**src/hdl/pnm_pkg.sv**
```systemverilog
// Shared types, constants and character helpers for the ASCII PNM sample parser.
package pnm_pkg;

  localparam int WORD_BUFFER_BYTES = 8;
  localparam int DIMENSION_BITS    = 16;
  localparam int WORD_MAX_LEN      = WORD_BUFFER_BYTES - 1;
  localparam int LEN_W             = $clog2(WORD_BUFFER_BYTES);
  localparam int NUM_W             = 20;
  localparam int SCALE_W           = 32;
  localparam int SAMPLE_W          = 16;
  localparam int CH_W              = 3;
  localparam int CH_IDX_W          = 2;
  localparam int CFG_IDX_W         = 3;
  localparam int CFG_DATA_W        = 32;

  localparam logic [7:0] CH_HASH  = 8'h23;
  localparam logic [7:0] CH_NL    = 8'h0A;
  localparam logic [7:0] CH_UNDER = 8'h5F;

  localparam logic [CFG_IDX_W-1:0] REG_FRAME_WIDTH   = 3'd0;
  localparam logic [CFG_IDX_W-1:0] REG_FRAME_HEIGHT  = 3'd1;
  localparam logic [CFG_IDX_W-1:0] REG_CHANNEL_COUNT = 3'd2;
  localparam logic [CFG_IDX_W-1:0] REG_WIDE_SAMPLES  = 3'd3;
  localparam logic [CFG_IDX_W-1:0] REG_RANGE_SCALE   = 3'd4;

  typedef enum logic [1:0] {
    ST_OK          = 2'd0,
    ST_NOT_NUMERIC = 2'd1,
    ST_TOO_LONG    = 2'd2
  } status_t;

  typedef enum logic [1:0] {
    PH_SKIP    = 2'd0,
    PH_WORD    = 2'd1,
    PH_COMMENT = 2'd2
  } phase_t;

  typedef struct packed {
    logic [7:0] text_byte;
    logic       stream_end;
  } in_t;

  typedef struct packed {
    logic [SAMPLE_W-1:0] sample_value;
    logic                frame_last;
    status_t             parse_status;
  } out_t;

  typedef struct packed {
    logic [DIMENSION_BITS-1:0] frame_width;
    logic [DIMENSION_BITS-1:0] frame_height;
    logic [CH_W-1:0]           channel_count;
    logic                      wide_samples;
    logic [SCALE_W-1:0]        range_scale;
  } cfg_t;

  typedef struct packed {
    logic             close;
    status_t          status;
    logic [NUM_W-1:0] number;
  } close_evt_t;

  function automatic logic is_digit(input logic [7:0] b);
    return (b >= 8'h30) && (b <= 8'h39);
  endfunction

  function automatic logic is_alnum(input logic [7:0] b);
    return is_digit(b) || ((b >= 8'h41) && (b <= 8'h5A)) || ((b >= 8'h61) && (b <= 8'h7A));
  endfunction

endpackage

```
**src/hdl/pnm_scan.sv**
```systemverilog
// Byte scanner: separator/comment skipping, word collection and sticky error latch.
module pnm_scan (
  input  logic                clk,
  input  logic                rst_n,
  input  logic                step,
  input  pnm_pkg::in_t        in_beat,
  output pnm_pkg::close_evt_t evt
);

  pnm_pkg::phase_t                phase_r, phase_nxt, mid_phase;
  logic [pnm_pkg::LEN_W-1:0]      len_r, len_nxt, base_len, post_len;
  logic [pnm_pkg::NUM_W-1:0]      num_r, num_nxt, base_num, post_num;
  logic                           lead_r, lead_nxt, base_lead, post_lead;
  logic                           closed_r, closed_nxt, base_closed, post_closed;
  logic                           err_r, err_nxt;
  logic                           step_en, alnum, digit, append, close;
  logic [pnm_pkg::NUM_W+4:0]      num_ext;
  pnm_pkg::status_t               status;

  assign step_en = step && !err_r;
  assign alnum   = pnm_pkg::is_alnum(in_beat.text_byte);
  assign digit   = pnm_pkg::is_digit(in_beat.text_byte);
  assign append  = ((phase_r == pnm_pkg::PH_SKIP) && alnum) ||
                   ((phase_r == pnm_pkg::PH_WORD) &&
                    (alnum || (in_beat.text_byte == pnm_pkg::CH_UNDER)));

  // word datapath: append the current byte onto the open (or fresh) word
  always_comb begin
    if (phase_r == pnm_pkg::PH_SKIP) begin
      base_len    = '0;
      base_num    = '0;
      base_lead   = 1'b0;
      base_closed = 1'b0;
    end else begin
      base_len    = len_r;
      base_num    = num_r;
      base_lead   = lead_r;
      base_closed = closed_r;
    end
    num_ext = {2'b00, base_num, 3'b000} + {4'b0000, base_num, 1'b0} +
              {{(pnm_pkg::NUM_W+1){1'b0}}, in_beat.text_byte[3:0]};
    post_len    = base_len;
    post_num    = base_num;
    post_lead   = base_lead;
    post_closed = base_closed;
    if (append) begin
      if (base_len == '0) begin
        post_lead = digit;
      end
      if (digit && !base_closed) begin
        post_num = (|num_ext[pnm_pkg::NUM_W+4:pnm_pkg::NUM_W]) ? '1 :
                   num_ext[pnm_pkg::NUM_W-1:0];
      end else if (!digit) begin
        post_closed = 1'b1;
      end
      if (base_len < pnm_pkg::LEN_W'(pnm_pkg::WORD_MAX_LEN)) begin
        post_len = base_len + 1'b1;
      end
    end
  end

  // next state
  always_comb begin
    mid_phase = phase_r;
    case (phase_r)
      pnm_pkg::PH_SKIP: begin
        if (alnum) begin
          mid_phase = pnm_pkg::PH_WORD;
        end else if (in_beat.text_byte == pnm_pkg::CH_HASH) begin
          mid_phase = pnm_pkg::PH_COMMENT;
        end
      end
      pnm_pkg::PH_WORD: begin
        if (!append) begin
          mid_phase = (in_beat.text_byte == pnm_pkg::CH_HASH) ? pnm_pkg::PH_COMMENT :
                      pnm_pkg::PH_SKIP;
        end
      end
      pnm_pkg::PH_COMMENT: begin
        if (in_beat.text_byte == pnm_pkg::CH_NL) begin
          mid_phase = pnm_pkg::PH_SKIP;
        end
      end
      default: mid_phase = pnm_pkg::PH_SKIP;
    endcase
    phase_nxt  = in_beat.stream_end ? pnm_pkg::PH_SKIP : mid_phase;
    len_nxt    = append ? post_len : len_r;
    num_nxt    = append ? post_num : num_r;
    lead_nxt   = append ? post_lead : lead_r;
    closed_nxt = append ? post_closed : closed_r;
    err_nxt    = err_r || (step_en && close && (status != pnm_pkg::ST_OK));
  end

  // outputs
  always_comb begin
    close = ((phase_r == pnm_pkg::PH_WORD) && !append) ||
            (in_beat.stream_end && (mid_phase == pnm_pkg::PH_WORD));
    if (post_len >= pnm_pkg::LEN_W'(pnm_pkg::WORD_MAX_LEN)) begin
      status = pnm_pkg::ST_TOO_LONG;
    end else if (!post_lead) begin
      status = pnm_pkg::ST_NOT_NUMERIC;
    end else begin
      status = pnm_pkg::ST_OK;
    end
    evt.close  = step_en && close;
    evt.status = status;
    evt.number = post_num;
  end

  always_ff @(posedge clk) begin
    if (!rst_n) begin
      phase_r  <= pnm_pkg::PH_SKIP;
      len_r    <= '0;
      num_r    <= '0;
      lead_r   <= 1'b0;
      closed_r <= 1'b0;
      err_r    <= 1'b0;
    end else begin
      err_r <= err_nxt;
      if (step_en) begin
        phase_r  <= phase_nxt;
        len_r    <= len_nxt;
        num_r    <= num_nxt;
        lead_r   <= lead_nxt;
        closed_r <= closed_nxt;
      end
    end
  end

`ifndef SYNTHESIS
  a_err_sticky: assert property (@(posedge clk) disable iff (!rst_n)
    err_r |=> err_r)
    else $error("error latch dropped without reset");

  a_err_cause: assert property (@(posedge clk) disable iff (!rst_n)
    $rose(err_r) |-> $past(evt.close && (evt.status != pnm_pkg::ST_OK)))
    else $error("error latched without an error word");
`endif

endmodule

```
**src/hdl/pnm_scale.sv**
```systemverilog
// Sample scaling: word value times Q16.16 factor, fraction dropped, saturated to 8 or 16 bits.
module pnm_scale (
  input  logic [pnm_pkg::NUM_W-1:0]    number,
  input  pnm_pkg::cfg_t                cfg,
  output logic [pnm_pkg::SAMPLE_W-1:0] sample
);

  localparam int PROD_W = pnm_pkg::NUM_W + pnm_pkg::SCALE_W;

  logic [PROD_W-1:0]    prod;
  logic [PROD_W-17:0]   whole;

  assign prod  = {{pnm_pkg::SCALE_W{1'b0}}, number} * {{pnm_pkg::NUM_W{1'b0}}, cfg.range_scale};
  assign whole = prod[PROD_W-1:16];

  always_comb begin
    if (cfg.wide_samples) begin
      sample = (|whole[PROD_W-17:16]) ? 16'hFFFF : whole[15:0];
    end else begin
      sample = (|whole[PROD_W-17:8]) ? 16'h00FF : {8'h00, whole[7:0]};
    end
  end

endmodule

```
**src/hdl/pnm_frame.sv**
```systemverilog
// Frame position tracking: channel, column and row counters with last-sample flag.
module pnm_frame (
  input  logic          clk,
  input  logic          rst_n,
  input  logic          advance,
  input  pnm_pkg::cfg_t cfg,
  output logic          last
);

  localparam int DB = pnm_pkg::DIMENSION_BITS;

  logic [pnm_pkg::CH_IDX_W-1:0] chan_r, chan_nxt;
  logic [DB-1:0]                col_r, col_nxt, row_r, row_nxt;
  logic [pnm_pkg::CH_W-1:0]     ch_lim;
  logic [DB-1:0]                w_lim, h_lim;
  logic                         ch_end, col_end, row_end;

  always_comb begin
    if (cfg.channel_count == '0) begin
      ch_lim = pnm_pkg::CH_W'(1);
    end else if (cfg.channel_count > pnm_pkg::CH_W'(4)) begin
      ch_lim = pnm_pkg::CH_W'(4);
    end else begin
      ch_lim = cfg.channel_count;
    end
    w_lim   = (cfg.frame_width == '0) ? DB'(1) : cfg.frame_width;
    h_lim   = (cfg.frame_height == '0) ? DB'(1) : cfg.frame_height;
    ch_end  = ({1'b0, chan_r} + 1'b1) >= ch_lim;
    col_end = ({1'b0, col_r} + 1'b1) >= {1'b0, w_lim};
    row_end = ({1'b0, row_r} + 1'b1) >= {1'b0, h_lim};
    last    = ch_end && col_end && row_end;

    chan_nxt = chan_r;
    col_nxt  = col_r;
    row_nxt  = row_r;
    if (!ch_end) begin
      chan_nxt = chan_r + 1'b1;
    end else begin
      chan_nxt = '0;
      if (!col_end) begin
        col_nxt = col_r + 1'b1;
      end else begin
        col_nxt = '0;
        row_nxt = row_end ? '0 : row_r + 1'b1;
      end
    end
  end

  always_ff @(posedge clk) begin
    if (!rst_n) begin
      chan_r <= '0;
      col_r  <= '0;
      row_r  <= '0;
    end else if (advance) begin
      chan_r <= chan_nxt;
      col_r  <= col_nxt;
      row_r  <= row_nxt;
    end
  end

endmodule

```
**src/hdl/ascii_pnm_sample_parser.sv**
```systemverilog
// Top level of the ASCII PNM sample parser: ports, config registers, beat registers.
//
// Takes the raster text of an ASCII PNM image one byte per beat and returns one
// scaled sample per decimal word, flagging the last sample of each frame. A byte
// enters the input register, and once the result side can take it the scanner,
// the 20x32 scale multiply and the frame counters resolve it into the result
// register, which holds the sample of the word that byte closes. The block
// accepts one byte every clock as long as the result side keeps up; a waiting
// result holds only the one byte behind it. Errors (word not starting with a
// digit, word of seven or more characters) produce one result with the error
// status and then stop all further output until reset. Write the config
// registers only while the block is idle.
module ascii_pnm_sample_parser (
  input  logic                            clk,
  input  logic                            rst_n,
  input  logic                            in_valid,
  output logic                            in_ready,
  input  pnm_pkg::in_t                    in_data,
  output logic                            out_valid,
  input  logic                            out_ready,
  output pnm_pkg::out_t                   out_data,
  input  logic                            cfg_we,
  input  logic [pnm_pkg::CFG_IDX_W-1:0]   cfg_index,
  input  logic [pnm_pkg::CFG_DATA_W-1:0]  cfg_wdata
);

  pnm_pkg::cfg_t                 cfg_r;
  pnm_pkg::in_t                  in_r;
  logic                          in_vld_r, in_vld_nxt;
  pnm_pkg::out_t                 out_r, out_nxt;
  logic                          out_vld_r, out_vld_nxt;
  logic                          adv, in_take;
  pnm_pkg::close_evt_t           evt;
  logic [pnm_pkg::SAMPLE_W-1:0]  sample;
  logic                          last;
  logic                          emit_ok;

  assign adv      = in_vld_r && (!out_vld_r || out_ready);
  assign in_ready = !in_vld_r || adv;
  assign in_take  = in_valid && in_ready;
  assign emit_ok  = evt.close && (evt.status == pnm_pkg::ST_OK);

  pnm_scan u_scan (
    .clk     (clk),
    .rst_n   (rst_n),
    .step    (adv),
    .in_beat (in_r),
    .evt     (evt)
  );

  pnm_scale u_scale (
    .number (evt.number),
    .cfg    (cfg_r),
    .sample (sample)
  );

  pnm_frame u_frame (
    .clk     (clk),
    .rst_n   (rst_n),
    .advance (emit_ok),
    .cfg     (cfg_r),
    .last    (last)
  );

  always_comb begin
    in_vld_nxt = in_take ? 1'b1 : (adv ? 1'b0 : in_vld_r);
    out_vld_nxt = adv ? evt.close : (out_vld_r && !out_ready);
    out_nxt.parse_status = evt.status;
    out_nxt.sample_value = emit_ok ? sample : '0;
    out_nxt.frame_last   = emit_ok && last;
  end

  always_ff @(posedge clk) begin
    if (!rst_n) begin
      cfg_r.frame_width   <= pnm_pkg::DIMENSION_BITS'(1);
      cfg_r.frame_height  <= pnm_pkg::DIMENSION_BITS'(1);
      cfg_r.channel_count <= pnm_pkg::CH_W'(1);
      cfg_r.wide_samples  <= 1'b0;
      cfg_r.range_scale   <= pnm_pkg::SCALE_W'(65536);
    end else if (cfg_we) begin
      case (cfg_index)
        pnm_pkg::REG_FRAME_WIDTH:   cfg_r.frame_width   <= cfg_wdata[pnm_pkg::DIMENSION_BITS-1:0];
        pnm_pkg::REG_FRAME_HEIGHT:  cfg_r.frame_height  <= cfg_wdata[pnm_pkg::DIMENSION_BITS-1:0];
        pnm_pkg::REG_CHANNEL_COUNT: cfg_r.channel_count <= cfg_wdata[pnm_pkg::CH_W-1:0];
        pnm_pkg::REG_WIDE_SAMPLES:  cfg_r.wide_samples  <= cfg_wdata[0];
        pnm_pkg::REG_RANGE_SCALE:   cfg_r.range_scale   <= cfg_wdata[pnm_pkg::SCALE_W-1:0];
        default: ;
      endcase
    end
  end

  always_ff @(posedge clk) begin
    if (!rst_n) begin
      in_vld_r  <= 1'b0;
      out_vld_r <= 1'b0;
    end else begin
      in_vld_r  <= in_vld_nxt;
      out_vld_r <= out_vld_nxt;
    end
  end

  always_ff @(posedge clk) begin
    if (in_take) begin
      in_r <= in_data;
    end
    if (adv && evt.close) begin
      out_r <= out_nxt;
    end
  end

  assign out_valid = out_vld_r;
  assign out_data  = out_r;

`ifndef SYNTHESIS
  a_err_beat_clear: assert property (@(posedge clk) disable iff (!rst_n)
    (out_vld_r && (out_r.parse_status != pnm_pkg::ST_OK)) |->
      ((out_r.sample_value == '0) && !out_r.frame_last))
    else $error("error beat carries sample data");

  a_quiet_after_err: assert property (@(posedge clk) disable iff (!rst_n)
    (out_vld_r && out_ready && (out_r.parse_status != pnm_pkg::ST_OK)) |=> !out_vld_r)
    else $error("result emitted after error beat");
`endif

endmodule
```
**config.mk**
```make
export PLATFORM = sky130hd
export DESIGN_NAME = ascii_pnm_sample_parser
export DESIGN_NICKNAME = d
export VERILOG_FILES = /design/src/hdl/pnm_pkg.sv /design/src/hdl/pnm_scan.sv /design/src/hdl/pnm_scale.sv /design/src/hdl/pnm_frame.sv /design/src/hdl/ascii_pnm_sample_parser.sv
export SDC_FILE = /design/constraint.sdc
export NUM_CORES = 2
export LEC_CHECK = 0
export BUFFER_PORTS_ARGS = -buffer_cell sky130_fd_sc_hd__buf_2
export CORE_MARGIN = 8
export CORE_UTILIZATION = 25
export CTS_CLUSTER_SIZE = 10
export DETAILED_ROUTE_END_ITERATION = 8
export SYNTH_ARGS = -nofsm -noshare
export SYNTH_HDL_FRONTEND = slang
export SYNTH_SLANG_ARGS = --single-unit
```
**constraint.sdc**
```tcl
create_clock -name clk -period 11.5 [get_ports clk]
set_input_delay 1.15 -clock clk [delete_from_list [all_inputs] [get_ports clk]]
set_output_delay 1.15 -clock clk [all_outputs]
set_load 0.01 [all_outputs]
```
==> impl_results.md <==
* Pint at 0.000956 W
* Post-DP HPWL at 73.4 mm
* Syn_nets at 4,572
* Worst Tran Pin Value at about 1100 ps
* Most frequent cells in the layout: inv_1 (631), nand2_1 (534), fa_1 (534), and2_1 (402), ha_1 (203)
* Hold endpoint: cfg_r[20]
* Clock Pin Slew Worst Setup and Hold Paths at 80 ps
* Initial Utilization at 25.1%
* # IOs at 70
* FF-to-FF setup slack at ~430 ps
* Critical path type: reg -> reg
* Req. time, crit path at 11,710 ps
* Worst hold path class: reg -> reg
* Clock buffer depth at 2
* Reg2reg end: out_data[15]
* Final Setup Violations at 0
* Ys flop type: dfxtp_1
* # hold bufs at CTS at 0
* Vias in the first global route at 26,700
* GRT Residual Overflow at 0
* Final Critical Period at 11,070 ps
* Commonest non-fill, non-tap cell in the layout: inv_1
* CP max stage cell: fa_1
* Die Width at 373 µm
* VDD IR max at 0.109 mV
* Max H-tree Level at 4
* Post-route DRC violation count at 0
* Slew margin rel. at 24.3%
* Yosys warnings at 0
* Switching Fraction at 33.0%
* Post-Syn Area at 0.0319 mm²
* Total power draw at ~0.0014 W
* Unique masters post-synth at between 90 and 100
* Register area share after synthesis at 10.9%
* Min-Delay Startpoint: cfg_r[20]
* Leak at 16.0 nW
* Synth Register Bits at 160
* Worst Reg-to-Reg Cells at 49
* WHS Path Cells at 2
* Syn_area_per_cell at ~8.4 µm²
* CTS root buf: clkbuf_16
* GRT Total Usage at 13.2%
* Drt pass-1 iters at 5
* Fraction of registers with async set/reset at 0%
* Area of the die at 0.139 mm²
* Cell Rows at 131
* Placeable Area at 0.127 mm²
* Maxcap violations at 0
* Latest clock arrival within the worst-skew pair at roughly 500 ps
* GPL Wtd Cong at approximately 0.9
* Most used cell, CP: fa_1
* First-pass GRT wire length at about 150 mm
* Initial antenna violation count at 10
* Largest net degree at the start of global routing at 95
* Pwr/cell area at 39.8 mW/mm²
* Via density at about 4.7
* Comb power frac at 15.7%
* Fin worst setup slack at 427 ps
* Critical Path AT at 11,290 ps
* Sink Count at 160
* Hold Vio Cnt, Final at 0
* Port Buffers at 69
* Drt initial violations at 1,891
* CP Capture Type: register
* Fin nets at roughly 4,600
* Crit path largest cell delay at 540 ps
* Wire length per cell at approximately 17 µm
* ANT cells at 0
* Crit start category: register
* Psw at 0.000470 W
* Max Clk Rate at around 90 MHz
* Inserted Clock Buffers at 17
* WP buf/inv at 16
* WL final at ~94 mm
* Status: finished clean
* Placed cells at between 5,000 and 6,000
* Crit path max fanout at 36
* Post-synth EDFFs at 28
* Layout area overhead at 12.3%
* Vias post-DR at 25,800
* Delay-heaviest family, CP: adder cells
* Clock tree from TritonCTS: built
* R2r startpoint: u_scan.phase_r[0]
* Chip height at about 370 µm
* Post-Synthesis Cells at 3,779
* Slew Limit Fails at 0
* Layout cells sized above 1 at 9.30%
* Dpl ws at 25.7 ps
* Post-Route Skew at 14.3 ps
* Fin crit share at 96.3%
* Clock power frac at 42.5%
* Detail Route Antenna Nets at 0
* Non-filler cells in the finished layout at around 5,500
* Sequential power share at a little over two fifths
==> cell usage after synthesis, types with 6 or more instances <==
library cell  number  area [µm²]
a22oi_1            9        67.6
nand4_1           30         188
nor2_1           114         428
clkbuf_1         204         766
o21a_1            30         225
o22a_1             7        61.3
a21boi_0         106         796
a211oi_1          14         105
nor3_1            39         195
nand3b_1           9        67.6
a41oi_1           19         166
nor4_1            16         100
xor2_1            37         324
nand2_1          535        2010
o21ai_0           57         285
nor3b_1            7        52.6
or2_2              8        50.1
o22ai_1            8        50.1
o211ai_1          13        97.6
dfxtp_1          132        2640
a21o_1            51         383
edfxtp_1          28         841
xnor2_1           55         482
o21bai_1          18         135
o211a_1            6        60.1
nand2b_1          15        93.8
inv_1            631        2370
a211o_1            7        61.3
and3_1            37         231
nand3_1           62         310
nor2b_1           42         263
a21oi_1          114         571
and2_1           403        2520
fa_1             535       10700
or3_1             10        62.6
buf_2             17        85.1
mux2i_1           24         240
a31oi_1           12        75.1
ha_1             209        2620
==> final cells by class <==
type | instances | area, µm²
clock buffer | 17 | 425
clock inverter | 15 | 173
fill | 13500 | 91200
inverter | 631 | 2370
multi-input combinational | 2756 | 25400
sequential | 160 | 3490
tap | 1662 | 2080
timing repair buffer | 226 | 1860
==> worst max-delay path by stage <==
stage,startpoint,endpoint,slack (ps),cells past startpoint
after floorplan,u_scan.phase_r[1],out_data[10],80,48
after global placement,u_scan.phase_r[0],out_data[5],220,46
after detailed placement,u_scan.phase_r[0],out_data[9],30,43
after CTS,u_scan.phase_r[0],out_data[9],30,41
after global routing,u_scan.phase_r[0],out_data[9],-50,46
final,u_scan.phase_r[0],out_data[15],430,49
==> routing by layer <==
metal,up-vias,track usage (%),share of wire (%)
met5,-,0,0.021
met4,2,3.49,3.0
met3,134,1.84,6.5
met2,789,21.7,45
met1,12900,18.0,45
li1,11900,-,-
==> state kept, by name (all words and copies together), names as in the netlist <==
signal and flops:
cfg_r 68, u_scan.num_r 20, out_data 19, u_frame.col_r 16, u_frame.row_r 16, in_r 9, u_scan.len_r 3, u_frame.chan_r 2
u_scan.phase_r 2, in_vld_r 1, out_valid 1, u_scan.closed_r 1, u_scan.err_r 1, u_scan.lead_r 1
==> stage by stage <==
step	TNS, ps	utilization, %	instance area [µm²]	hold slack, ps
after floorplan	0	-	31900	439
after global placement	0	27.2	34600	453
after detailed placement	0	27.2	34600	460
after CTS	0	27.7	35200	472
after global routing	-537	28.2	35800	496
final	0	28.2	35800	475
==> power by group through the flow <==
stage               sequential (W)  clock, W  combinational [W]
floorplan                 0.000595         0           0.000133
global placement          0.000609         0           0.000207
detailed placement        0.000609         0           0.000209
CTS                       0.000596  0.000625           0.000210
global route              0.000598  0.000640           0.000244
finish                    0.000596  0.000606           0.000224
==> worst reg2reg max path, delay by kind of cell (launching register included) <==
family                   cells  cell delay (ps)
AO/OA/AOI/OAI               13             2580
adder cells (fa/ha/maj)      9             4160
buffers and inverters       16             2050
flip-flops                   1              340
AND/OR/NAND/NOR             11             1680
==> kinds of logic after synthesis <==
group | count (synthesis) | share of synthesized area (%)
multiplexers | 27 | 0.868
adder cells (fa/ha/maj) | 747 | 41.9
AO/OA/AOI/OAI | 529 | 11.7
flip-flops | 160 | 10.9
buffers and inverters | 863 | 10.4
AND/OR/NAND/NOR | 1359 | 21.6
XOR/XNOR | 94 | 2.63
==> timing repair <==
| action | 4_1_cts | 5_1_grt |
|---|---|---|
| pin swaps | 0 | 28 |
| gates resized for setup | 1 | 64 |
| setup endpoints to repair | 2 | 16 |
| cloned | 0 | 5 |
| setup buffers | 0 | 27 |
(Power assumes the default switching activity.)
